<file path="src/assert_macros.svh">
// Assertion macros used by the top-level RTL file of the 3x3 morphology block.
// No dependencies; simulation sees the checks, synthesis sees empty bodies.
`ifndef ASSERT_MACROS_SVH
`define ASSERT_MACROS_SVH

`ifndef SYNTHESIS

// Check a property on every rising edge, idle while reset is low.
`define BM3_ASSERT(lbl, clk, rst_n, prop) \
  lbl: assert property (@(posedge clk) disable iff (!rst_n) (prop)) \
    else $error("bm3 assertion failed");

// Check that an antecedent is followed by a consequent in the next cycle.
`define BM3_ASSERT_NEXT(lbl, clk, rst_n, ante, cons) \
  lbl: assert property (@(posedge clk) disable iff (!rst_n) (ante) |=> (cons)) \
    else $error("bm3 assertion failed");

`else

`define BM3_ASSERT(lbl, clk, rst_n, prop)
`define BM3_ASSERT_NEXT(lbl, clk, rst_n, ante, cons)

`endif

`endif

</file>
<file path="src/bm3_pkg.sv">
// Package for the 3x3 binary morphology block: field widths, register
// indexes, reset values and the dimension clamp. No dependencies.
package bm3_pkg;

  localparam int unsigned PIX_W     = 8;
  localparam int unsigned COORD_W   = 10;
  localparam int unsigned CFG_W     = 11;
  localparam int unsigned CFG_IDX_W = 2;

  localparam int unsigned DEF_MAX_WIDTH  = 1024;
  localparam int unsigned DEF_MAX_HEIGHT = 1024;

  // Register indexes on the configuration channel.
  localparam logic [CFG_IDX_W-1:0] CFG_IMAGE_WIDTH  = 2'd0;
  localparam logic [CFG_IDX_W-1:0] CFG_IMAGE_HEIGHT = 2'd1;
  localparam logic [CFG_IDX_W-1:0] CFG_ERODE_MODE   = 2'd2;

  localparam logic [CFG_W-1:0] RST_IMAGE_WIDTH  = 11'd1024;
  localparam logic [CFG_W-1:0] RST_IMAGE_HEIGHT = 11'd1024;

  // Map a written dimension to the one in effect: zero acts as one,
  // anything above the maximum acts as the maximum.
  function automatic int unsigned clamp_dim(input logic [CFG_W-1:0] value,
                                            input int unsigned max_dim);
    int unsigned res;
    res = int'(value);
    if (value == '0) begin
      res = 1;
    end else if (res > max_dim) begin
      res = max_dim;
    end
    return res;
  endfunction

endpackage

</file>
<file path="src/binary_morphology_3x3.sv">
// Top level of the streaming 3x3 binary dilation / erosion block.
// Depends on bm3_pkg and assert_macros.svh.
//
// Usage:
//   Pixels arrive in raster order on the input channel (in_valid_i /
//   in_ready_o, pixel_in_i, drain_i); any nonzero pixel is foreground.
//   A frame takes image_width*image_height pixel transfers followed by
//   image_width+1 drain transfers that flush the pending results.
//   Each transfer from pixel (1,1) of the input stream on yields one result
//   on the output channel (out_valid_o / out_ready_i) with its row, column
//   and a frame_last flag on the final pixel. The next transfer after the
//   one that produced frame_last starts a new frame.
//   The transfer that completes a window, image_width+1 transfers after
//   its own pixel went in, feeds the window stage and then the result register.
//   Throughput: one transfer per cycle unless the window stage is held; the
//   line memory is read when an item is taken, written as it leaves the
//   window stage, bypassed in the one-column case where both hit one address.
//   The user must make configuration writes (cfg_valid_i / cfg_ready_o, always
//   ready) while idle, which the block does not enforce; used indexes restart the frame.
//   Reset clears counters, window and registers to their defaults; the
//   line memory is not cleared, since unwritten columns only feed window
//   taps that lie outside the image.
//   A stalled receiver holds the result register; one more item is then
//   taken into the window stage before the input channel backs up.
`include "assert_macros.svh"

module binary_morphology_3x3 #(
  parameter int unsigned MAX_WIDTH  = bm3_pkg::DEF_MAX_WIDTH,
  parameter int unsigned MAX_HEIGHT = bm3_pkg::DEF_MAX_HEIGHT
) (
  input  logic                            clk_i,
  input  logic                            rst_ni,
  // configuration write channel
  input  logic                            cfg_valid_i,
  output logic                            cfg_ready_o,
  input  logic [bm3_pkg::CFG_IDX_W-1:0]   cfg_index_i,
  input  logic [bm3_pkg::CFG_W-1:0]       cfg_data_i,
  // pixel input channel
  input  logic                            in_valid_i,
  output logic                            in_ready_o,
  input  logic [bm3_pkg::PIX_W-1:0]       pixel_in_i,
  input  logic                            drain_i,
  // result output channel
  output logic                            out_valid_o,
  input  logic                            out_ready_i,
  output logic                            result_pixel_o,
  output logic [bm3_pkg::COORD_W-1:0]     result_row_o,
  output logic [bm3_pkg::COORD_W-1:0]     result_col_o,
  output logic                            frame_last_o
);

  localparam int unsigned CB = $clog2(MAX_WIDTH);       // column index
  localparam int unsigned WB = $clog2(MAX_WIDTH + 1);   // effective width
  localparam int unsigned HB = $clog2(MAX_HEIGHT + 1);  // effective height
  localparam int unsigned RB = $clog2(MAX_HEIGHT + 2);  // row counters

  // Effective configuration
  logic [WB-1:0] eff_w_q;
  logic [HB-1:0] eff_h_q;
  logic          erode_q;

  // Input side counters
  logic [CB-1:0] in_col_q, in_col_d;
  logic [RB-1:0] in_row_q, in_row_d;

  // Window stage (one item)
  logic          s1_valid_q, s1_valid_d;
  logic          s1_emit_q;
  logic          s1_bot_q;
  logic [CB-1:0] s1_col_q;
  logic [1:0]    s1_lines_q;   // {older row, newer row} at this column

  // 3x3 window [row][col], center at [1][1]
  logic [2:0][2:0] window_q, window_d, win_shift;

  // Output side counters
  logic [RB-1:0] out_row_q, out_row_d;
  logic [CB-1:0] out_col_q, out_col_d;

  // Result register
  logic                        out_valid_q, out_valid_d;
  logic                        res_pix_q;
  logic [bm3_pkg::COORD_W-1:0] res_row_q, res_col_q;
  logic                        res_last_q;

  // Line memory: bit 1 is the older row, bit 0 the newer row.
  logic [1:0] line_mem [MAX_WIDTH];

  logic cfg_fire, in_fire, s1_go, res_load;
  logic in_col_end, in_frame_end, in_emit, in_bottom, lines_bypass;
  logic out_row_first, out_row_end, out_col_first, out_col_end, out_last;
  logic acc;

  assign cfg_ready_o = 1'b1;
  assign cfg_fire    = cfg_valid_i && cfg_ready_o;

  // Advance the window stage unless its result would overwrite a held one.
  assign s1_go      = s1_valid_q && (!s1_emit_q || !out_valid_q || out_ready_i);
  assign in_ready_o = !s1_valid_q || s1_go;
  assign in_fire    = in_valid_i && in_ready_o;
  assign res_load   = s1_go && s1_emit_q;

  // ---------------------------------------------------------------------
  // Input side: position of the incoming item and its foreground bit
  // ---------------------------------------------------------------------
  assign in_col_end   = (32'(in_col_q) + 32'd1) == 32'(eff_w_q);
  assign in_frame_end = (32'(in_row_q) == (32'(eff_h_q) + 32'd1)) && (in_col_q == '0);
  assign in_emit      = (in_row_q >= RB'(2)) || ((in_row_q == RB'(1)) && (in_col_q != '0));
  // Pixels past the last row, and drain items, count as background.
  assign in_bottom    = (32'(in_row_q) < 32'(eff_h_q)) && !drain_i && (pixel_in_i != '0);
  // The window stage writes the same column this cycle only when width is one.
  assign lines_bypass = s1_valid_q && (s1_col_q == in_col_q);

  always_comb begin
    in_col_d = in_col_q;
    in_row_d = in_row_q;
    if (cfg_fire) begin
      in_col_d = '0;
      in_row_d = '0;
    end else if (in_fire) begin
      if (in_frame_end) begin
        // the item that yields frame_last closes the frame
        in_col_d = '0;
        in_row_d = '0;
      end else if (in_col_end) begin
        in_col_d = '0;
        in_row_d = in_row_q + RB'(1);
      end else begin
        in_col_d = in_col_q + CB'(1);
      end
    end
  end

  // ---------------------------------------------------------------------
  // Window stage: shift in the new column and reduce the 3x3 square
  // ---------------------------------------------------------------------
  always_comb begin
    for (int r = 0; r < 3; r++) begin
      win_shift[r][0] = window_q[r][1];
      win_shift[r][1] = window_q[r][2];
    end
    win_shift[0][2] = s1_lines_q[1];
    win_shift[1][2] = s1_lines_q[0];
    win_shift[2][2] = s1_bot_q;
  end

  assign out_row_first = (out_row_q == '0);
  assign out_row_end   = (32'(out_row_q) + 32'd1) == 32'(eff_h_q);
  assign out_col_first = (out_col_q == '0);
  assign out_col_end   = (32'(out_col_q) + 32'd1) == 32'(eff_w_q);
  assign out_last      = out_row_end && out_col_end;

  // Skip taps outside the image; erosion ANDs, dilation ORs.
  always_comb begin
    logic tap_ok;
    acc = erode_q;
    for (int r = 0; r < 3; r++) begin
      for (int c = 0; c < 3; c++) begin
        tap_ok = !((r == 0 && out_row_first) || (r == 2 && out_row_end) ||
                   (c == 0 && out_col_first) || (c == 2 && out_col_end));
        if (tap_ok) begin
          if (erode_q) begin
            acc = acc & win_shift[r][c];
          end else begin
            acc = acc | win_shift[r][c];
          end
        end
      end
    end
  end

  always_comb begin
    window_d  = window_q;
    out_row_d = out_row_q;
    out_col_d = out_col_q;
    if (cfg_fire) begin
      window_d  = '0;
      out_row_d = '0;
      out_col_d = '0;
    end else if (s1_go) begin
      window_d = win_shift;
      if (s1_emit_q) begin
        if (out_last) begin
          window_d  = '0;
          out_row_d = '0;
          out_col_d = '0;
        end else if (out_col_end) begin
          out_col_d = '0;
          out_row_d = out_row_q + RB'(1);
        end else begin
          out_col_d = out_col_q + CB'(1);
        end
      end
    end
  end

  assign s1_valid_d  = in_fire || (s1_valid_q && !s1_go);
  assign out_valid_d = res_load || (out_valid_q && !out_ready_i);

  // ---------------------------------------------------------------------
  // Control registers
  // ---------------------------------------------------------------------
  always_ff @(posedge clk_i or negedge rst_ni) begin
    if (!rst_ni) begin
      eff_w_q     <= WB'(bm3_pkg::clamp_dim(bm3_pkg::RST_IMAGE_WIDTH, MAX_WIDTH));
      eff_h_q     <= HB'(bm3_pkg::clamp_dim(bm3_pkg::RST_IMAGE_HEIGHT, MAX_HEIGHT));
      erode_q     <= 1'b0;
      in_col_q    <= '0;
      in_row_q    <= '0;
      out_col_q   <= '0;
      out_row_q   <= '0;
      window_q    <= '0;
      s1_valid_q  <= 1'b0;
      out_valid_q <= 1'b0;
    end else begin
      if (cfg_fire) begin
        unique case (cfg_index_i)
          bm3_pkg::CFG_IMAGE_WIDTH: begin
            eff_w_q <= WB'(bm3_pkg::clamp_dim(cfg_data_i, MAX_WIDTH));
          end
          bm3_pkg::CFG_IMAGE_HEIGHT: begin
            eff_h_q <= HB'(bm3_pkg::clamp_dim(cfg_data_i, MAX_HEIGHT));
          end
          bm3_pkg::CFG_ERODE_MODE: begin
            erode_q <= cfg_data_i[0];
          end
          default: begin
          end
        endcase
      end
      // a write to an unused index leaves the frame running
      if (!cfg_fire || cfg_index_i == bm3_pkg::CFG_IMAGE_WIDTH ||
          cfg_index_i == bm3_pkg::CFG_IMAGE_HEIGHT ||
          cfg_index_i == bm3_pkg::CFG_ERODE_MODE) begin
        in_col_q  <= in_col_d;
        in_row_q  <= in_row_d;
        out_col_q <= out_col_d;
        out_row_q <= out_row_d;
        window_q  <= window_d;
      end
      s1_valid_q  <= s1_valid_d;
      out_valid_q <= out_valid_d;
    end
  end

  // ---------------------------------------------------------------------
  // Payload registers and line memory
  // ---------------------------------------------------------------------
  always_ff @(posedge clk_i) begin
    if (in_fire) begin
      s1_emit_q <= in_emit;
      s1_bot_q  <= in_bottom;
      s1_col_q  <= in_col_q;
      if (lines_bypass) begin
        s1_lines_q <= {s1_lines_q[0], s1_bot_q};
      end else begin
        s1_lines_q <= line_mem[in_col_q];
      end
    end
    if (s1_go) begin
      // newer row moves to older, new pixel becomes newer
      line_mem[s1_col_q] <= {s1_lines_q[0], s1_bot_q};
    end
    if (res_load) begin
      res_pix_q  <= acc;
      res_row_q  <= bm3_pkg::COORD_W'(out_row_q);
      res_col_q  <= bm3_pkg::COORD_W'(out_col_q);
      res_last_q <= out_last;
    end
  end

  assign out_valid_o    = out_valid_q;
  assign result_pixel_o = res_pix_q;
  assign result_row_o   = res_row_q;
  assign result_col_o   = res_col_q;
  assign frame_last_o   = res_last_q;

  // ---------------------------------------------------------------------
  // Assertions
  // ---------------------------------------------------------------------
  `BM3_ASSERT(a_in_col_range, clk_i, rst_ni, 32'(in_col_q) < 32'(eff_w_q))
  `BM3_ASSERT_NEXT(a_s1_hold, clk_i, rst_ni, s1_valid_q && !s1_go,
                   s1_valid_q && $stable(s1_col_q) && $stable(s1_bot_q))
  `BM3_ASSERT_NEXT(a_result_load, clk_i, rst_ni, res_load, out_valid_q)

endmodule
</file>
<file path="config.mk">
export PLATFORM = sky130hd
export DESIGN_NAME = binary_morphology_3x3
export DESIGN_NICKNAME = d
export VERILOG_FILES = /design/src/bm3_pkg.sv /design/src/binary_morphology_3x3.sv
export VERILOG_INCLUDE_DIRS = /design/src /design/src/src
export SDC_FILE = /design/constraint.sdc
export NUM_CORES = 2
export LEC_CHECK = 0
export BUFFER_PORTS_ARGS = -buffer_cell sky130_fd_sc_hd__buf_2
export CORE_MARGIN = 2
export CORE_UTILIZATION = 55
export DETAILED_ROUTE_END_ITERATION = 8
export PLACE_DENSITY = 0.74
export SLEW_MARGIN = 20
export SYNTH_ARGS = -nofsm -noshare
export SYNTH_HDL_FRONTEND = slang
export SYNTH_SLANG_ARGS = --single-unit
</file>
<file path="constraint.sdc">
create_clock -name clk_i -period 18.65 [get_ports clk_i]
set_input_delay 3.73 -clock clk_i [delete_from_list [all_inputs] [get_ports clk_i]]
set_output_delay 3.73 -clock clk_i [all_outputs]
set_load 0.05 [all_outputs]
</file>
# ---- Word-level counts from Yosys, hierarchy flattened
# Memories as Yosys holds them, arrays and structs flattened. A register that Yosys moved wholly into a read port is not among the register bits.
# Index checks and enable logic that the tools add are counted.
dict set report op_classes {
  add_sub_neg 8
  n_mul 0
  div_mod_pow 0
  n_lt_le_gt_ge 3
  eq_ne 7
  n_shift 0
  mux 43
  bitwise 18
  reduce_logical 50
}
# cell count
set ops {}
lappend ops {{11-bit two-way mux} 11}
lappend ops {{10-bit two-way mux} 9}
lappend ops {{9-bit two-way mux} 4}
lappend ops {{11-bit by 1-bit adder with 12-bit output (second input constant)} 2}
lappend ops {{10-bit by 1-bit adder with 11-bit output (second input constant)} 2}
lappend ops {{11-bit by 1-bit adder with 11-bit output (second input constant)} 2}
lappend ops {{11-bit equality test} 2}
lappend ops {{11-bit logical NOT} 2}
lappend ops {{10-bit by 1-bit adder with 10-bit output (second input constant)} 2}
lappend ops {{10-bit logical NOT} 2}
lappend ops {{1-bit two-way mux} 19}
lappend ops {{1-bit logical OR} 13}
lappend ops {{11-bit by 12-bit equality test with 1-bit output} 1}
lappend ops {{12-bit by 11-bit equality test with 1-bit output} 1}
lappend ops {{11-bit by 1-bit equality test with 1-bit output (second input constant)} 1}
lappend ops {{11-bit by 2-bit >= comparator with 1-bit output (second input constant)} 1}
lappend ops {{11-bit greater-than comparator (second input constant)} 1}
lappend ops {{11-bit < comparator} 1}
lappend ops {{1-bit logical AND} 10}
lappend ops {{2-bit AND reduction} 5}
lappend ops {{10-bit nonzero test} 1}
lappend ops {{1-bit AND} 9}
lappend ops {{1-bit OR} 9}
lappend ops {{8-bit nonzero test} 1}
lappend ops {{8 further kinds} 18}
dict set report totals {
  register_bits 110
  latchBits 0
  ram_bits 2048
  mem_bits_ro 0
  in_bits 27
  elab_cells 149
  n_memories 1
}
# name depth width rd rd_ports_with_merged_regs write_ports line
set memory_table {}
lappend memory_table {line_mem 1024 2 1 1 1 binary_morphology_3x3.sv:87} ;# logic [1:0] line_mem [MAX_WIDTH];

# ---- Depth between registers and ports, before layout
dict set report depth {
  ltp_word 26
  ltp_mapped 16
}

# ---- Worst setup path before layout
# OpenSTA, ideal clock, no wires.
dict set report synth_timing {
  kind {register -> register}
  from {reg s1_lines_q[0] (read register of line_mem)}
  to {mem line_mem[0][1], data pin}
  t_arrival_ns 12.077
  setup_slack_ns 3.890
  path_stages_with_launch 1
  period_less_slack_ns 14.760
  cell_sequence {edfxtp_1}
}
# item line
set synth_lines {}
lappend synth_lines {{start, declared} binary_morphology_3x3.sv:71} ;# logic [1:0] s1_lines_q;
lappend synth_lines {{end, declared} binary_morphology_3x3.sv:87}
# No word-level cell before the write port.

# ---- Final worst setup path
dict set report layout_timing {
  from {in out_ready_i}
  to {out in_ready_o}
}
dict set report layout_via {
  elab_chain_len 3
}
# item line
set layout_rtl {}
lappend layout_rtl {{start, declared} binary_morphology_3x3.sv:45} ;# input logic out_ready_i,
lappend layout_rtl {{1-bit logical OR} binary_morphology_3x3.sv:98} ;# assign s1_go = s1_valid_q && (!s1_emit_q || !out_valid_q || out_ready_i);
lappend layout_rtl {{1-bit logical AND} binary_morphology_3x3.sv:98}
lappend layout_rtl {{1-bit logical OR} binary_morphology_3x3.sv:99} ;# assign in_ready_o = !s1_valid_q || s1_go;
lappend layout_rtl {{end, declared} binary_morphology_3x3.sv:40} ;# output logic in_ready_o,
# Every way passes these cells.

==> metrics.txt <==
vias=52300; Reg2Reg Depth=12; clk root buf=clkbuf_16; average size of a mapped cell=16.5 sq um; outcome=completed; family with the most delay on the worst path=buffers and inverters; Cell Area, Synth=90000 sq um; antenna violations before repair=9; share of layout cells above drive strength 1=0.186; 1st-pass router iterations=6; TritonCTS Buffers=208; PwrDens=114 nW/um^2; gr ovfl total=0; ordered list of cells on the worst path=buf_2 -> nand4b_1 -> buf_2; Synthesis Warnings=0; max frequency=125 MHz; drt drc=0; Clock Pin Slew Worst Setup and Hold Paths=0.06 ns; total track usage=0.295; worst path required time=14.92 ns; slew at the pin closest to its max-slew limit=1.22 ns; # fillers=11500; fin area=99000 sq um; die area=167000 sq um; crit path max-delay cell type=buf_2; Worst Path Buf+Inv=2; Post-Synthesis Cells=5457; placed cell areas=92000 sq um; CTS Hold Bufs=0; total setup buffers inserted after CTS=0; Reg power frac=0.494; Max VDD drop=0.0938 mV; RR Endpoint=s1_lines_q[0]; Skew-Pair Late Insertion Delay=0.90 ns; final slew viol count=0; clk sinks=2157; first-pass GRT wire length=356000 microns; clk_skew=0.0602 ns; PortBufs=50; final core utilization=0.609; pin count of the biggest net entering global routing=227; Area Overhead vs Synth=9.96%; Die X=409 microns; setup TNS=0 ns; Syn Nets=5505; Netlist cell types=88; Avg WL per Cell=31.8 microns; WL final=247000 microns; Hold/Removal Path Class=flop to flop; GP Congestion=0.900; Async S/R FF share, synth=0.0338; CORE AREA=163000 sq um; RSZ-0062 raised after global routing=no; Final setup viols=0; Pint=8.45 mW; final worst slack=10.63 ns; htree depth=4; end of the critical path=in_ready_o; HPWL after DPL=141000 microns; net switching power=2.83 mW; clock power share=0.376; Sw Share=0.251; most frequent CP cell=buf_2; Critical Path Start=out_ready_i; initial DRC count=8752; DRT antenna net count=0; Post-synth top flop=edfxtp_1; NumNets Final=5475; R2R Path Start=in_col_q[0]; Crit path depth=3; Yosys reg bits=2157; WP data arrival=4.29 ns; Comb power frac=0.130; crit end category=output pin; Final Hold Vio Count=0; r2r setup slk=12.12 ns; Max Cap Viol=0; leakage power=30.2 nW; Die H=409 microns; # resized after CTS=0; Startpoint Class=primary input; CTS max path bufs=3; WS Path Type=primary input to output pin; Max stage delay on crit path=0.25 ns; IO Pins=52; Initial Util=0.554; Max FO, Critical Path=3; number of global-route vias before repair=51600; vias per cell=6.72; Setup Slack @ Placement=10.62 ns; Rel. slew slack=0.179; Post-synth EDFFs=2084; final worst path period share=0.430; post-synthesis sequential area ratio=0.716; clock period minus worst slack=8.02 ns; row cnt=148; CTS tree=done
## power by group through the flow
stage | combinational (mW) | clock, mW | sequential (mW)
2_1_floorplan | 0.972 | 0 | 5.97
3_5_place_dp | 1.44 | 0 | 5.67
5_1_grt | 1.54 | 4.44 | 5.57
3_3_place_gp | 1.43 | 0 | 5.67
4_1_cts | 1.45 | 4.25 | 5.57
6_report | 1.47 | 4.24 | 5.57
## kinds of logic (layout without fill, tap and decap cells)
logic type,Yosys count,in the layout,share of synthesized area
muxes,654,654,0.136
and+or+nand+nor,1554,1554,0.0718
buffers and inverters,466,620,0.0264
DFF,2157,2157,0.716
adders and majority gates,21,21,0.00292
xor gates and xnor gates,62,62,0.00603
AOI/OAI and AO/OA,542,542,0.0414
other,1,2,0.0000417
## sequential cells by signal, indices dropped and copies added (netlist names), 10 cells and up
name	flops
eff_h_q	11
eff_w_q	11
in_col_q	10
in_row_q	11
line_mem	2048
out_col_q	10
out_row_q	11
result_col_o	10
result_row_o	10
s1_col_q	10
## worst min path at each step
| stage | start | end | slack [ns] | depth (start not counted) |
|---|---|---|---|---|
| after detailed placement | win_shift[6] | win_shift[6] | 0.49 | 1 |
| after CTS | win_shift[6] | win_shift[6] | 0.51 | 1 |
| after global placement | win_shift[6] | win_shift[6] | 0.49 | 1 |
| after global routing | win_shift[6] | win_shift[6] | 0.53 | 1 |
| final | win_shift[6] | win_shift[6] | 0.52 | 1 |
| after floorplan | out_col_q[2] | result_col_o[2] | 0.42 | 0 |
## area by class of cell
type,count,area (sq um),area share
diodes,1,2.50,0.0000253
clock buffers,259,5410,0.0546
clock inverters,135,1480,0.0149
inverters,37,144,0.00145
multi-input cells,2834,23400,0.236
flip-flops and latches,2157,64400,0.651
well taps,2175,2720,0.0275
repair buffers,189,1400,0.0141
## placed cells by master, fill, tap and decap left out, drive strengths merged, types with 24 or more instances in the layout
master / instances
edfxtp: 2084
nor2: 1092
mux4: 452
clkbuf: 259
nand2: 212
buf: 189
mux2i: 186
o21ai: 108
clkinv: 100
a21oi: 84
dfrtp: 71
o22ai: 59
nand3: 49
a22oi: 40
o221ai: 40
inv: 39
a22o: 33
xor2: 33
nor4: 33
nor3: 31
a211oi: 30
xnor2: 29
nand2b: 28
a221oi: 24
## synth_stat cells (28+ instances only)
cell,instances,area [sq um]
nand2b_1,28,175
o221ai_1,39,342
buf_2,65,325
nor4_1,32,200
o21ai_0,100,500
nand3_1,48,240
dfrtp_1,71,1780
edfxtp_1,2084,62600
o22ai_1,59,369
inv_1,33,124
buf_4,54,405
a211oi_1,29,218
nor2_1,1090,4090
nor3_1,29,145
buf_6,39,439
a22oi_1,40,300
mux4_2,452,10200
xor2_1,33,289
nand2_1,212,796
mux2i_1,186,1860
a21oi_1,84,420
a22o_1,33,289
clkbuf_1,259,972
xnor2_1,29,254
## metal layers
layer	GRT usage	vias up	wire length, microns
met2	0.460	3801	116000
met5	0	-	42
met3	0.0682	693	31600
met1	0.399	26700	86900
li1	-	21200	-
met4	0.138	8	12700
## per-stage QoR
stage,total power [mW],hold slack (ns),std cells
after CTS,11.3,0.514,7785
after floorplan,6.94,0.420,5457
final,11.3,0.521,7787
after global routing,11.5,0.528,7786
after global placement,7.10,0.488,7391
after detailed placement,7.11,0.494,7391
(Power assumes the default switching activity.)
